$ cat src/rtl/tae_pkg.sv
// Shared types and codes for the tile allocator with age eviction.
// No dependencies; every other file in rtl/ but tae_ram refers to this package by scoped name.
package tae_pkg;

	// Operation codes on the input channel
	localparam logic [1:0] OP_ALLOC = 2'd0;
	localparam logic [1:0] OP_FREE  = 2'd1;
	localparam logic [1:0] OP_PLAN  = 2'd2;

	// Result status codes
	localparam logic [1:0] STATUS_OK      = 2'd0;
	localparam logic [1:0] STATUS_NOFREE  = 2'd1;
	localparam logic [1:0] STATUS_IGNORED = 2'd2;

	// Block size register reset value
	localparam logic [15:0] TPB_RESET = 16'd16;

	// Window divider: 17-bit dividend, 16-bit divisor, one quotient bit per step
	localparam int DIV_W     = 17;
	localparam int DEN_W     = 16;
	localparam int DIV_STEPS = 17;
	localparam int DCNT_W    = 5;

	// Sequencer states
	typedef enum logic [6:0] {
		ST_CLEAR   = 7'b0000001,
		ST_IDLE    = 7'b0000010,
		ST_ALLOC_RD = 7'b0000100,
		ST_FREE_RD = 7'b0001000,
		ST_DIV     = 7'b0010000,
		ST_SWEEP   = 7'b0100000,
		ST_DONE    = 7'b1000000
	} tae_state_t;

	// Divider status toward the sequencer
	typedef struct packed {
		logic busy;
		logic done;
	} tae_div_stat_t;

endpackage

$ cat src/rtl/tae_ram.sv
// Generic simple dual-port RAM: one write port, one read port with registered data.
// No dependencies.
module tae_ram #(
	parameter int WIDTH = 8,
	parameter int DEPTH = 64
) (
	input  logic                                       clk,
	input  logic                                       we,
	input  logic [((DEPTH > 1) ? $clog2(DEPTH) : 1)-1:0] waddr,
	input  logic [WIDTH-1:0]                           wdata,
	input  logic [((DEPTH > 1) ? $clog2(DEPTH) : 1)-1:0] raddr,
	output logic [WIDTH-1:0]                           rdata
);

	logic [WIDTH-1:0] mem [DEPTH];

	// Write, and register the read data (old data on a same-address collision)
	always_ff @(posedge clk) begin
		if (we) begin
			mem[waddr] <= wdata;
		end
		rdata <= mem[raddr];
	end

endmodule

$ cat src/rtl/tae_div.sv
// Iterative restoring divider, one quotient bit per cycle, for the window rounding.
// Depends on tae_pkg for widths, step count and the status struct.
module tae_div (
	input  logic                          clk,
	input  logic                          arst_n,
	input  logic                          start,
	input  logic [tae_pkg::DIV_W-1:0]     num,
	input  logic [tae_pkg::DEN_W-1:0]     den,
	output logic [tae_pkg::DIV_W-1:0]     quot,
	output tae_pkg::tae_div_stat_t        stat
);

	logic [tae_pkg::DIV_W-1:0]  rem_q;
	logic [tae_pkg::DIV_W-1:0]  quo_q;
	logic [tae_pkg::DEN_W-1:0]  den_q;
	logic [tae_pkg::DCNT_W-1:0] cnt_q;
	logic                       busy_q;
	logic                       done_q;
	logic [tae_pkg::DIV_W:0]    rem_sh;
	logic [tae_pkg::DIV_W:0]    diff;
	logic                       ge;

	// Shift in the next dividend bit and trial-subtract the divisor
	always_comb begin
		rem_sh = {rem_q, quo_q[tae_pkg::DIV_W-1]};
		diff   = rem_sh - (tae_pkg::DIV_W+1)'(den_q);
		ge     = ~diff[tae_pkg::DIV_W];
	end

	// Step the quotient one bit per cycle
	always_ff @(posedge clk or negedge arst_n) begin
		if (!arst_n) begin
			rem_q  <= '0;
			quo_q  <= '0;
			den_q  <= '0;
			cnt_q  <= '0;
			busy_q <= 1'b0;
			done_q <= 1'b0;
		end else begin
			done_q <= 1'b0;
			if (start) begin
				rem_q  <= '0;
				quo_q  <= num;
				den_q  <= den;
				cnt_q  <= '0;
				busy_q <= 1'b1;
			end else if (busy_q) begin
				rem_q <= ge ? diff[tae_pkg::DIV_W-1:0] : rem_sh[tae_pkg::DIV_W-1:0];
				quo_q <= {quo_q[tae_pkg::DIV_W-2:0], ge};
				cnt_q <= cnt_q + tae_pkg::DCNT_W'(1);
				if (cnt_q == tae_pkg::DCNT_W'(tae_pkg::DIV_STEPS - 1)) begin
					busy_q <= 1'b0;
					done_q <= 1'b1;
				end
			end
		end
	end

	assign quot      = quo_q;
	assign stat.busy = busy_q;
	assign stat.done = done_q;

endmodule

$ cat src/rtl/tile_allocator_age_evict_unit.sv
// Top level of the tile allocator: sequencer, free stack, tile table and window divider.
// Depends on tae_pkg, tae_ram and tae_div.
//
// Tile allocator with age eviction. Tiles are handed out from a LIFO free stack that starts
// full with tiles 0 to NUM_TILES-1, so the first alloc returns the highest index. Each
// accepted beat gives exactly one result beat. After reset the tile table is cleared one entry
// a cycle, and in_ready stays low until that is done (configuration writes are taken at any
// time). Alloc and free pass through the registered read of the stack or tile table, then the
// done state and the output register; a failed alloc and the unused code skip the read.
// Plan runs the bit-serial divider that rounds the window into blocks (17 quotient steps and
// its done flag), then a sweep that reads one tile entry per cycle through the table's
// single read port. in_ready is low
// while an item is in work; a finished result waits in the output register and does not hold
// up the next item until a second result is ready.
module tile_allocator_age_evict_unit #(
	parameter int NUM_TILES   = 64,
	parameter int TILE_STRIDE = 64
) (
	input  logic        clk,
	input  logic        arst_n,
	input  logic        cfg_valid,
	output logic        cfg_ready,
	input  logic [15:0] cfg_data,
	input  logic        in_valid,
	output logic        in_ready,
	input  logic [1:0]  operation,
	input  logic [7:0]  layer_index,
	input  logic [7:0]  head_index,
	input  logic [5:0]  tile_number,
	input  logic [15:0] window_tokens,
	output logic        out_valid,
	input  logic        out_ready,
	output logic [1:0]  status,
	output logic [5:0]  granted_tile,
	output logic [11:0] tile_base,
	output logic [6:0]  free_tiles,
	output logic [6:0]  evicted_count
);

	localparam int IDX_W = (NUM_TILES > 1) ? $clog2(NUM_TILES) : 1;
	localparam int CNT_W = $clog2(NUM_TILES + 1);
	localparam int ENT_W = 33;
	localparam logic [CNT_W-1:0] NT_CNT = CNT_W'(NUM_TILES);

	tae_pkg::tae_state_t state_q;

	logic [CNT_W-1:0]  depth_q;
	logic [CNT_W-1:0]  lw_q;
	logic [31:0]       frame_q;
	logic [16:0]       win_q;
	logic [15:0]       tpb_q;
	logic [CNT_W-1:0]  idx_q;
	logic              chk_v_s1;
	logic [IDX_W-1:0]  chk_idx_s1;
	logic [CNT_W-1:0]  ev_cnt_q;
	logic              free_ok_q;
	logic [IDX_W-1:0]  free_addr_q;
	logic [15:0]       meta_q;
	logic [1:0]        res_status_q;
	logic [5:0]        res_grant_q;
	logic [11:0]       res_start_q;
	logic              out_valid_q;
	logic [1:0]        out_status_q;
	logic [5:0]        out_grant_q;
	logic [11:0]       out_start_q;
	logic [6:0]        out_free_q;
	logic [6:0]        out_evict_q;

	logic                          accept;
	logic [15:0]                   b_eff;
	logic [tae_pkg::DIV_W-1:0]     div_num;
	logic [tae_pkg::DIV_W-1:0]     div_quot;
	tae_pkg::tae_div_stat_t        div_stat;
	logic                          div_start;
	logic                          tile_in_range;
	logic [CNT_W-1:0]              pop_pos;
	logic [IDX_W-1:0]              alloc_tile;
	logic [23:0]                   alloc_prod;
	logic                          ent_res;
	logic [31:0]                   ent_last;
	logic [32:0]                   age_sum;
	logic                          evict_hit;
	logic                          free_take;
	logic                          out_load;

	logic              stk_we;
	logic [IDX_W-1:0]  stk_waddr;
	logic [IDX_W-1:0]  stk_wdata;
	logic [IDX_W-1:0]  stk_raddr;
	logic [IDX_W-1:0]  stk_rdata;
	logic              ent_we;
	logic [IDX_W-1:0]  ent_waddr;
	logic [ENT_W-1:0]  ent_wdata;
	logic [IDX_W-1:0]  ent_raddr;
	logic [ENT_W-1:0]  ent_rdata;
	logic              meta_we;

	assign cfg_ready = 1'b1;
	assign in_ready  = (state_q == tae_pkg::ST_IDLE);
	assign accept    = in_valid & in_ready;

	// Round the window up to whole blocks; a zero block size counts as one
	assign b_eff     = (tpb_q == 16'd0) ? 16'd1 : tpb_q;
	assign div_num   = 17'(window_tokens) + 17'(b_eff) - 17'd1;
	assign div_start = accept && (operation == tae_pkg::OP_PLAN);

	tae_div u_div (
		.clk    (clk),
		.arst_n (arst_n),
		.start  (div_start),
		.num    (div_num),
		.den    (b_eff),
		.quot   (div_quot),
		.stat   (div_stat)
	);

	// Free requests beyond the pool are ignored
	assign tile_in_range = (13'(tile_number) < 13'(NUM_TILES));

	// Stack slots below the low-water mark were never rewritten and still hold their index
	assign pop_pos    = depth_q - CNT_W'(1);
	assign alloc_tile = (pop_pos < lw_q) ? IDX_W'(pop_pos) : stk_rdata;
	assign alloc_prod = 24'(alloc_tile) * 24'(TILE_STRIDE);

	// Age test on the entry under check, widened so the sum cannot wrap
	assign ent_res   = ent_rdata[32];
	assign ent_last  = ent_rdata[31:0];
	assign age_sum   = {1'b0, ent_last} + 33'(win_q);
	assign evict_hit = (state_q == tae_pkg::ST_SWEEP) && chk_v_s1 && ent_res &&
		(age_sum < {1'b0, frame_q}) && (depth_q != NT_CNT);
	assign free_take = free_ok_q && ent_res && (depth_q != NT_CNT);

	assign stk_raddr = IDX_W'(pop_pos);
	assign ent_raddr = (state_q == tae_pkg::ST_IDLE) ? IDX_W'(tile_number) : IDX_W'(idx_q);
	assign meta_we   = (state_q == tae_pkg::ST_ALLOC_RD);

	// Steer the write ports of the stack and the tile table
	always_comb begin
		stk_we    = 1'b0;
		stk_waddr = IDX_W'(depth_q);
		stk_wdata = '0;
		ent_we    = 1'b0;
		ent_waddr = '0;
		ent_wdata = '0;
		case (state_q)
			tae_pkg::ST_CLEAR: begin
				ent_we    = 1'b1;
				ent_waddr = IDX_W'(idx_q);
			end
			tae_pkg::ST_ALLOC_RD: begin
				ent_we    = 1'b1;
				ent_waddr = alloc_tile;
				ent_wdata = {1'b1, frame_q};
			end
			tae_pkg::ST_FREE_RD: begin
				if (free_take) begin
					ent_we    = 1'b1;
					ent_waddr = free_addr_q;
					ent_wdata = {1'b0, ent_last};
					stk_we    = 1'b1;
					stk_wdata = free_addr_q;
				end
			end
			tae_pkg::ST_SWEEP: begin
				if (evict_hit) begin
					ent_we    = 1'b1;
					ent_waddr = chk_idx_s1;
					ent_wdata = {1'b0, ent_last};
					stk_we    = 1'b1;
					stk_wdata = chk_idx_s1;
				end
			end
			default: begin
			end
		endcase
	end

	tae_ram #(.WIDTH(IDX_W), .DEPTH(NUM_TILES)) u_stack (
		.clk   (clk),
		.we    (stk_we),
		.waddr (stk_waddr),
		.wdata (stk_wdata),
		.raddr (stk_raddr),
		.rdata (stk_rdata)
	);

	tae_ram #(.WIDTH(ENT_W), .DEPTH(NUM_TILES)) u_table (
		.clk   (clk),
		.we    (ent_we),
		.waddr (ent_waddr),
		.wdata (ent_wdata),
		.raddr (ent_raddr),
		.rdata (ent_rdata)
	);

	// Layer and head of each tile, recorded on alloc
	tae_ram #(.WIDTH(16), .DEPTH(NUM_TILES)) u_meta (
		.clk   (clk),
		.we    (meta_we),
		.waddr (alloc_tile),
		.wdata (meta_q),
		.raddr (alloc_tile),
		.rdata ()
	);

	assign out_load = (state_q == tae_pkg::ST_DONE) && (!out_valid_q || out_ready);

	// Sequencer
	always_ff @(posedge clk or negedge arst_n) begin
		if (!arst_n) begin
			state_q      <= tae_pkg::ST_CLEAR;
			depth_q      <= NT_CNT;
			lw_q         <= NT_CNT;
			frame_q      <= '0;
			win_q        <= '0;
			tpb_q        <= tae_pkg::TPB_RESET;
			idx_q        <= '0;
			chk_v_s1     <= 1'b0;
			chk_idx_s1   <= '0;
			ev_cnt_q     <= '0;
			free_ok_q    <= 1'b0;
			free_addr_q  <= '0;
			meta_q       <= '0;
			res_status_q <= tae_pkg::STATUS_OK;
			res_grant_q  <= '0;
			res_start_q  <= '0;
			out_valid_q  <= 1'b0;
			out_status_q <= tae_pkg::STATUS_OK;
			out_grant_q  <= '0;
			out_start_q  <= '0;
			out_free_q   <= '0;
			out_evict_q  <= '0;
		end else begin
			if (cfg_valid) begin
				tpb_q <= cfg_data;
			end
			// Raise valid on a new result, drop it once the beat is taken
			if (out_load) begin
				out_valid_q <= 1'b1;
			end else if (out_ready) begin
				out_valid_q <= 1'b0;
			end
			case (state_q)
				tae_pkg::ST_CLEAR: begin
					idx_q <= idx_q + CNT_W'(1);
					if (idx_q == CNT_W'(NUM_TILES - 1)) begin
						state_q <= tae_pkg::ST_IDLE;
					end
				end
				tae_pkg::ST_IDLE: begin
					if (accept) begin
						meta_q       <= {layer_index, head_index};
						ev_cnt_q     <= '0;
						res_status_q <= ((operation == tae_pkg::OP_ALLOC) && (depth_q == '0)) ?
							tae_pkg::STATUS_NOFREE : tae_pkg::STATUS_OK;
						res_grant_q  <= '0;
						res_start_q  <= '0;
						case (operation)
							tae_pkg::OP_ALLOC: begin
								if (depth_q == '0) begin
									state_q <= tae_pkg::ST_DONE;
								end else begin
									state_q <= tae_pkg::ST_ALLOC_RD;
								end
							end
							tae_pkg::OP_FREE: begin
								free_ok_q   <= tile_in_range;
								free_addr_q <= IDX_W'(tile_number);
								state_q     <= tae_pkg::ST_FREE_RD;
							end
							tae_pkg::OP_PLAN: begin
								frame_q <= frame_q + 32'd1;
								state_q <= tae_pkg::ST_DIV;
							end
							default: begin
								state_q <= tae_pkg::ST_DONE;
							end
						endcase
					end
				end
				tae_pkg::ST_ALLOC_RD: begin
					depth_q     <= pop_pos;
					res_grant_q <= 6'(alloc_tile);
					res_start_q <= alloc_prod[11:0];
					if (pop_pos < lw_q) begin
						lw_q <= pop_pos;
					end
					state_q <= tae_pkg::ST_DONE;
				end
				tae_pkg::ST_FREE_RD: begin
					if (free_take) begin
						depth_q <= depth_q + CNT_W'(1);
					end else begin
						res_status_q <= tae_pkg::STATUS_IGNORED;
					end
					state_q <= tae_pkg::ST_DONE;
				end
				tae_pkg::ST_DIV: begin
					if (div_stat.done) begin
						win_q   <= div_quot;
						idx_q   <= '0;
						state_q <= tae_pkg::ST_SWEEP;
					end
				end
				tae_pkg::ST_SWEEP: begin
					// Issue the next read while checking the previous entry
					chk_v_s1   <= (idx_q != NT_CNT);
					chk_idx_s1 <= IDX_W'(idx_q);
					if (idx_q != NT_CNT) begin
						idx_q <= idx_q + CNT_W'(1);
					end
					if (evict_hit) begin
						depth_q  <= depth_q + CNT_W'(1);
						ev_cnt_q <= ev_cnt_q + CNT_W'(1);
					end
					if (chk_v_s1 && (chk_idx_s1 == IDX_W'(NUM_TILES - 1))) begin
						state_q <= tae_pkg::ST_DONE;
					end
				end
				tae_pkg::ST_DONE: begin
					if (out_load) begin
						out_status_q <= res_status_q;
						out_grant_q  <= res_grant_q;
						out_start_q  <= res_start_q;
						out_free_q   <= 7'(depth_q);
						out_evict_q  <= 7'(ev_cnt_q);
						state_q      <= tae_pkg::ST_IDLE;
					end
				end
				default: begin
					state_q <= tae_pkg::ST_IDLE;
				end
			endcase
		end
	end

	assign out_valid     = out_valid_q;
	assign status        = out_status_q;
	assign granted_tile  = out_grant_q;
	assign tile_base     = out_start_q;
	assign free_tiles    = out_free_q;
	assign evicted_count = out_evict_q;

endmodule

$ cat config.mk
export PLATFORM = sky130hd
export DESIGN_NAME = tile_allocator_age_evict_unit
export DESIGN_NICKNAME = d
export VERILOG_FILES = /design/src/rtl/tae_pkg.sv /design/src/rtl/tae_ram.sv /design/src/rtl/tae_div.sv /design/src/rtl/tile_allocator_age_evict_unit.sv
export SDC_FILE = /design/constraint.sdc
export NUM_CORES = 2
export LEC_CHECK = 0
export BUFFER_PORTS_ARGS = -buffer_cell sky130_fd_sc_hd__buf_4
export CAP_MARGIN = 30
export CORE_MARGIN = 4
export CORE_UTILIZATION = 35
export CTS_BUF_LIST = sky130_fd_sc_hd__clkbuf_2
export DETAILED_ROUTE_END_ITERATION = 10
export SYNTH_ARGS = -nofsm -noshare
export SYNTH_HDL_FRONTEND = slang
export SYNTH_SLANG_ARGS = --single-unit
$ cat constraint.sdc
create_clock -name clk -period 8.5 [get_ports clk]
set_input_delay 2.125 -clock clk [delete_from_list [all_inputs] [get_ports clk]]
set_output_delay 2.125 -clock clk [all_outputs]
set_load 0.02 [all_outputs]
Yosys cells after proc, flatten, opt, wreduce, memory -nomap -nowiden
Memories as Yosys holds them, arrays and structs flattened. A register that Yosys moved wholly into a read port is not among the register bits.
Index checks and enable logic that the tools add are counted.
{"block": "totals", "reg_bits": 226, "ramBits": 2496, "inputBits": 61, "output_inout_bits": 37, "word_cells": 159, "n_memories": 2}
{"name": "u_table.mem", "words": 64, "word_bits": 33, "read_ports": 1, "rd_ports_with_merged_regs": 1, "wr": 1, "line_no": "tae_ram.sv:15", "source": "logic [WIDTH-1:0] mem [DEPTH];"}
{"name": "u_stack.mem", "words": 64, "word_bits": 6, "read_ports": 1, "rd_ports_with_merged_regs": 1, "wr": 1, "line_no": "tae_ram.sv:15"}
{"block": "classes", "add_sub_neg": 10, "order_cmp": 2, "eq_ne": 23, "mux": 58, "bitwise_logic": 2, "n_reduce_logical": 35}
{"operator": "$pmux W33 S3", "count": 1}
{"operator": "$mux W17", "count": 5}
{"operator": "$mux W7", "count": 12}
{"operator": "$mux W32", "count": 2}
{"operator": "$pmux W7 S3", "count": 3}
{"operator": "$pmux W7 S6", "count": 1}
{"operator": "$add A32 B17 Y33", "count": 1}
{"operator": "$lt A33 B32 Y1", "count": 1}
{"operator": "$add A32 B1 Y32 const B", "count": 1}
{"operator": "$mux W6", "count": 5}
{"operator": "$pmux W12 S2", "count": 1}
{"operator": "$pmux W6 S2", "count": 2}
{"operator": "$pmux W6 S4", "count": 1}
{"operator": "$add A7 B1 Y7 const B", "count": 3}
{"operator": "$reduce_and A3 Y1", "count": 6}
{"operator": "$sub A18 B16 Y18", "count": 1}
{"operator": "$add A16 B16 Y17", "count": 1}
{"operator": "$sub A17 B1 Y17 const B", "count": 1}
{"operator": "$logic_not A16 Y1", "count": 1}
{"operator": "$mux W16", "count": 1}
{"operator": "$mux W1", "count": 15}
{"operator": "$eq A7 B6 Y1 const B", "count": 2}
{"operator": "$ne A7 B7 Y1 const B", "count": 2}
{"operator": "$pmux W7 S2", "count": 1}
{"operator": "33 further kinds", "count": 60}

Longest topological paths before layout
{"block": "depth", "word_depth": 9, "mapped_depth": 25, "mapped_depth_nobuf": 22}

Hierarchy
A second synthesis with hierarchy kept.
{"block": "hier_totals", "hier_cells": 5795, "area_unflattened_um2": 110068.1}
{"module": "tae_ram at u_table", "instances": 1, "cells_each": 3598, "area_per_inst_um2": 81192.9, "seq_area_each_um2": 64081.5}
{"module": "tae_ram at u_stack", "instances": 1, "cells_each": 720, "area_per_inst_um2": 15225.9, "seq_area_each_um2": 11651.2}
{"module": "tile_allocator_age_evict_unit", "instances": 1, "cells_each": 1107, "area_per_inst_um2": 10194.8, "seq_area_each_um2": 3633.5}
{"module": "tae_div", "instances": 1, "cells_each": 370, "area_per_inst_um2": 3454.6, "seq_area_each_um2": 1426.4}

Worst setup path after synthesis
OpenSTA, ideal clock, no wires.
{"block": "synth_timing", "path_type": "reg-to-reg", "from": "register win_q[0]", "to": "memory u_table.mem[0][10] in the netlist's numbering, data pin", "setup_time_ns": 0.702, "t_arrival_ns": 6.248, "t_required_ns": 7.798, "setup_slack_ns": 1.550, "path_stages_with_launch": 26, "path_buffers": 3, "period_less_slack_ns": 6.950, "path_cell_list": "dfrtp_1 -> ha_1 -> inv_1 -> fa_1 -> nor2b_1 -> o31ai_1 -> a21oi_1 -> o311a_1 -> o21a_1 -> nor2_1 -> o21bai_1 -> nand4_1 -> xnor2_1 -> ha_1 -> a21o_1 -> a21o_1 -> a21oi_1 -> nand3_1 -> o31a_1 -> a2111oi_4 -> or2_0 -> clkbuf_1 -> clkbuf_1 -> clkbuf_1 -> nand2_1 -> o21ai_0"}
{"block": "synth_via", "elab_chain_len": 6}
{"item": "start, declared", "line_no": "tile_allocator_age_evict_unit.sv:50", "source": "logic [16:0] win_q;"}
{"item": "start signal, assigned", "line_no": "tile_allocator_age_evict_unit.sv:300", "source": "win_q <= div_quot;"}
{"item": "$add A32 B17 Y33", "line_no": "tile_allocator_age_evict_unit.sv:128", "source": "assign age_sum = {1'b0, ent_last} + 33'(win_q);"}
{"item": "$lt A33 B32 Y1", "line_no": "tile_allocator_age_evict_unit.sv:130", "source": "(age_sum < {1'b0, frame_q}) && (depth_q != NT_CNT);"}
{"item": "$logic_and A1 B1 Y1", "line_no": "tile_allocator_age_evict_unit.sv:129", "source": "assign evict_hit = (state_q == tae_pkg::ST_SWEEP) && chk_v_s1 && ent_res &&"}
{"item": "$logic_and A1 B1 Y1", "line_no": "tile_allocator_age_evict_unit.sv:130"}
{"item": "$mux W32", "line_no": "tile_allocator_age_evict_unit.sv:165", "source": "if (evict_hit) begin"}
{"item": "$pmux W33 S3", "line_no": "tile_allocator_age_evict_unit.sv:145", "source": "case (state_q)"}
{"item": "net ent_wdata[10]", "line_no": "tile_allocator_age_evict_unit.sv:93", "source": "logic [ENT_W-1:0] ent_wdata;"}
{"item": "end, declared", "line_no": "tae_ram.sv:15"}
The timed path passes the listed nets, and every way through them passes these cells.

Final worst setup path
{"block": "layout_timing", "from": "register win_q[0]", "to": "memory u_table.mem[9][16] in the netlist's numbering (enable)"}
{"block": "layout_via", "elab_chain_len": 8, "elab_cells_between_ends": 10, "cone_classes": "1 x add/sub; 1 x order compare; 6 x mux; 2 x reduce/logical"}
{"item": "$add A32 B17 Y33 *", "line_no": "tile_allocator_age_evict_unit.sv:128"}
{"item": "$lt A33 B32 Y1 *", "line_no": "tile_allocator_age_evict_unit.sv:130"}
{"item": "$logic_and A1 B1 Y1 *", "line_no": "tile_allocator_age_evict_unit.sv:129"}
{"item": "$logic_and A1 B1 Y1 *", "line_no": "tile_allocator_age_evict_unit.sv:130"}
{"item": "$mux W1", "line_no": "tile_allocator_age_evict_unit.sv:165"}
{"item": "$pmux W1 S3", "line_no": "tile_allocator_age_evict_unit.sv:145"}
{"item": "$mux W1", "line_no": "tae_ram.sv:19", "source": "if (we) begin"}
{"item": "$mux W1 (not written as such)", "line_no": "tae_ram.sv:20", "source": "mem[waddr] <= wdata;"}
Mark *: on every way between the ends. The rest lies on a longest branch, timed or not.

==> results_dict.tcl <==
set metrics [dict create \
    drtIter0Drc 7068 \
    die_area_sq_um 326000 \
    syn_avg_cell_area_sq_um 13.9 \
    ir_drop_mv 0.283 \
    drive_above_1_share 0.188 \
    placed_cell_area_sq_um 119000 \
    async_reset_ff_frac 0.0738 \
    powerDensity_nw_per_um2 285 \
    fp-row-count 206 \
    globalRouteOverflowTotal 0 \
    synth.area.top_cells "edfxtp_1, nand2_1, dfrtp_1" \
    dr.pass1.iters 6 \
    status "finished clean" \
    rsz0062_at_grt "false" \
    vias_per_cell 5.41 \
    crit_chain "ha_1 -> inv_1 -> fa_1 -> nor2b_1 -> o31ai_1 -> a21oi_1 -> o311a_1 -> o21a_1 -> nor2_1 -> o21bai_1 -> buf_4 -> nand4_1 -> xnor2_1 -> ha_1 -> a21o_1 -> a21o_1 -> a21oi_1 -> nand3_1 -> o31a_1 -> a2111oi_4 -> a211oi_1 -> nand3b_1 -> nor2_4 -> buf_12" \
    gp_congestion 0.856 \
    vias 71200 \
    startpoint_type "register" \
    grt_max_degree 115 \
    stdcell_area_sq_um 124000 \
    p_sw_uw 13400 \
    p_comb_frac 0.327 \
    cp_num_buf_inv 3 \
    start_util 0.352 \
    report.final.slew_viol_count 0 \
    ys_top_cells_by_count "edfxtp_1, nand2_1, nand3_1" \
    cp_data_required_time_ns 10.02 \
    pre_cts_slack_ns 1.31 \
    clk_pin_slew_ns 0.11 \
    p_leak_uw 0.0463 \
    endpoint "u_table.mem[9][16]$_DFFE_PP_" \
    die_w_um 571 \
    p_total_uw 35500 \
    reg2reg_slack_ns 1.10 \
    drv_cap 0 \
    yosysSeqAreaShare 0.727 \
    crit_path_top_delay_cell "nor2_4" \
    setup-violations-final 0 \
    worst_slew_pin_slew_ns 1.29 \
    synth_top_area_cell "edfxtp_1" \
    fin_crit_ns 7.40 \
    wirelength_um 317000 \
    dieHeight_um 571 \
    setup_slack_ns 1.10 \
    cp_max_fo 19 \
    crit_path_start "win_q[0]$_DFFE_PN0P_" \
    synth_edf_count 2496 \
    synth_area_sq_um 111000 \
    relSlewSlack 0.143 \
    cts_buffers 683 \
    drcViolationCount 0 \
    post-dp-hpwl_um 183000 \
    insertion_delay_ns 2.00 \
    io_buffers 74 \
    cp.depth 24 \
    fin_hold_ws_ns 0.289 \
    ys_ff_latch 2737 \
    worstSetupPathType "register to register" \
    yosysUniqueCellTypes 79 \
    grtUsageTotal 0.190 \
    r2r_end "u_table.mem[9][16]$_DFFE_PP_" \
    layout.nets 8715 \
    ctsResizeCount 0 \
    p_int_uw 22000 \
    antenna_found_initial 15 \
    synthDominantCellAreaShare 0.675 \
    grt_pass1_wl_um 463000 \
    postCtsSetupBuffers 0 \
    hold_viol 0 \
    cpPeakStageDelay_ns 0.98 \
    clockBufferDepth 4 \
    final_antenna_net_count 0 \
    ios 98 \
    area_growth_pct 12.1 \
    crit_arrival_ns 8.91 \
    regToRegStartpoint "win_q[0]$_DFFE_PN0P_" \
    cts.sink_count 2737 \
    coreArea_sq_um 315000 \
    switching_share 0.379 \
    worstHoldPathType "primary input to asynchronous set/reset pin" \
    synth_warnings 0 \
    cts_root_buf "clkbuf_2" \
    hold_buffers 0 \
    ys.flop_type "edfxtp_1" \
    tns_ns 0 \
    clock_skew_ns 0.224 \
    cts_tree "built" \
    synth_most_common_cell "edfxtp_1" \
    max_freq_mhz 135 \
    fin_crit_sh 0.870 \
    seq_power_share 0.437 \
    synth_cells 7974 \
    crit_path_end_kind "register" \
    htreeDepth 6 \
    r2r_cells 24 \
    routedWlPerCell_um 24.1 \
    critPathTopFamily "compound AO/OA/AOI/OAI gates" \
    grt_pass1_vias 69900 \
    pwr-share-clk 0.236 \
]
[worst min-delay path by stage]
stage	to	slack, ns	cells past startpoint
after floorplan	lw_q[0]$_DFFE_PN0P_	0.44	2
after global placement	lw_q[0]$_DFFE_PN0P_	0.46	2
after detailed placement	lw_q[2]$_DFFE_PN0P_	0.47	2
after CTS	free_tiles[1]$_DFFE_PN0P_	0.03	1
after global routing	free_tiles[1]$_DFFE_PN0P_	0.14	1
final	free_tiles[0]$_DFFE_PN0P_	0.29	1
[worst register-to-register path, stage by stage (launching register included)]
cell and delay, ns:
dfrtp_1 0.40, ha_1 0.21, inv_1 0.08, fa_1 0.21
nor2b_1 0.07, o31ai_1 0.39, a21oi_1 0.16, o311a_1 0.34
o21a_1 0.29, nor2_1 0.19, o21bai_1 0.09, buf_4 0.17
nand4_1 0.11, xnor2_1 0.13, ha_1 0.27, a21o_1 0.16
a21o_1 0.17, a21oi_1 0.24, nand3_1 0.10, o31a_1 0.34
a2111oi_4 0.60, a211oi_1 0.31, nand3b_1 0.72, nor2_4 0.99
buf_12 0.30
[stage by stage]
stage           util  std cells
3_5_place_dp   0.376      12000
2_1_floorplan      -       7979
6_report       0.395      13200
4_1_cts        0.394      13100
3_3_place_gp   0.375      12000
5_1_grt        0.395      13200
[routing by layer]
| layer | global-route usage | share of wire | vias up |
|---|---|---|---|
| li1 | - | - | 31400 |
| met1 | 0.251 | 0.40 | 35800 |
| met2 | 0.300 | 0.47 | 3463 |
| met3 | 0.0424 | 0.088 | 572 |
| met4 | 0.0838 | 0.041 | 4 |
| met5 | 0 | 0.00010 | - |
[layout make-up]
class                      count  area (sq um)
antenna                        5          12.5
fill                       29500        191000
tap                         4160          5200
clock buffer                 959          4800
inverter                     148           561
clock inverter               179           927
sequential                  2737         80800
timing repair buffer         352          3340
multi-input combinational   4616         28800
[power by group through the flow]
stage                     Combinational, uW  Sequential (uW)  Clock (uW)
after detailed placement              11400            15800           0
after floorplan                        7090            15700           0
after global routing                  12400            15500        9360
after CTS                             11500            15500        8620
after global placement                11300            15800           0
final                                 11600            15500        8370
[cells by family (layout without fill, tap and decap cells)]
logic type	Yosys count	after routing	synth area share
buf+inv	626	1638	0.0221
simple gates	3038	3038	0.116
compound gates	950	950	0.0605
mux	404	404	0.0527
other cells	2	12	0.0000676
fa+ha+maj	116	116	0.0133
xor+xnor	101	101	0.00797
flops	2737	2737	0.727
[layout by cell type, fill, tap and decap left out, types with 24 or more instances in the layout]
master,netlist,routed
nand3_1,605,605
xor2_1,26,24
nor2_1,227,155
o21ai_0,158,127
clkbuf_2,0,959
a32o_1,57,57
ha_1,113,112
nand4_1,56,56
and3_1,80,80
a211oi_1,25,25
buf_12,0,50
mux4_2,140,140
nor3_1,37,37
clkinv_1,1,131
a32oi_1,167,167
o21ai_4,0,31
mux2_2,44,42
edfxtp_1,2496,2496
xnor2_1,75,74
inv_1,145,145
a21oi_1,103,103
buf_4,14,295
nand2_1,1938,1936
o221ai_1,32,32
a22oi_1,29,29
nor2_4,0,70
dfrtp_1,198,196
o211ai_1,63,63
mux2i_1,220,215
dfxtp_1,39,39
a31oi_1,194,194
[registers in the layout, summed over array words and instances (netlist names), 17 cells and up]
signal,flops
win_q,17
u_table.rdata,33
u_table.mem,2112
u_div.rem_q,17
u_stack.mem,384
frame_q,32
u_div.quot,17
Note: power is estimated with default switching activity, not from simulation.
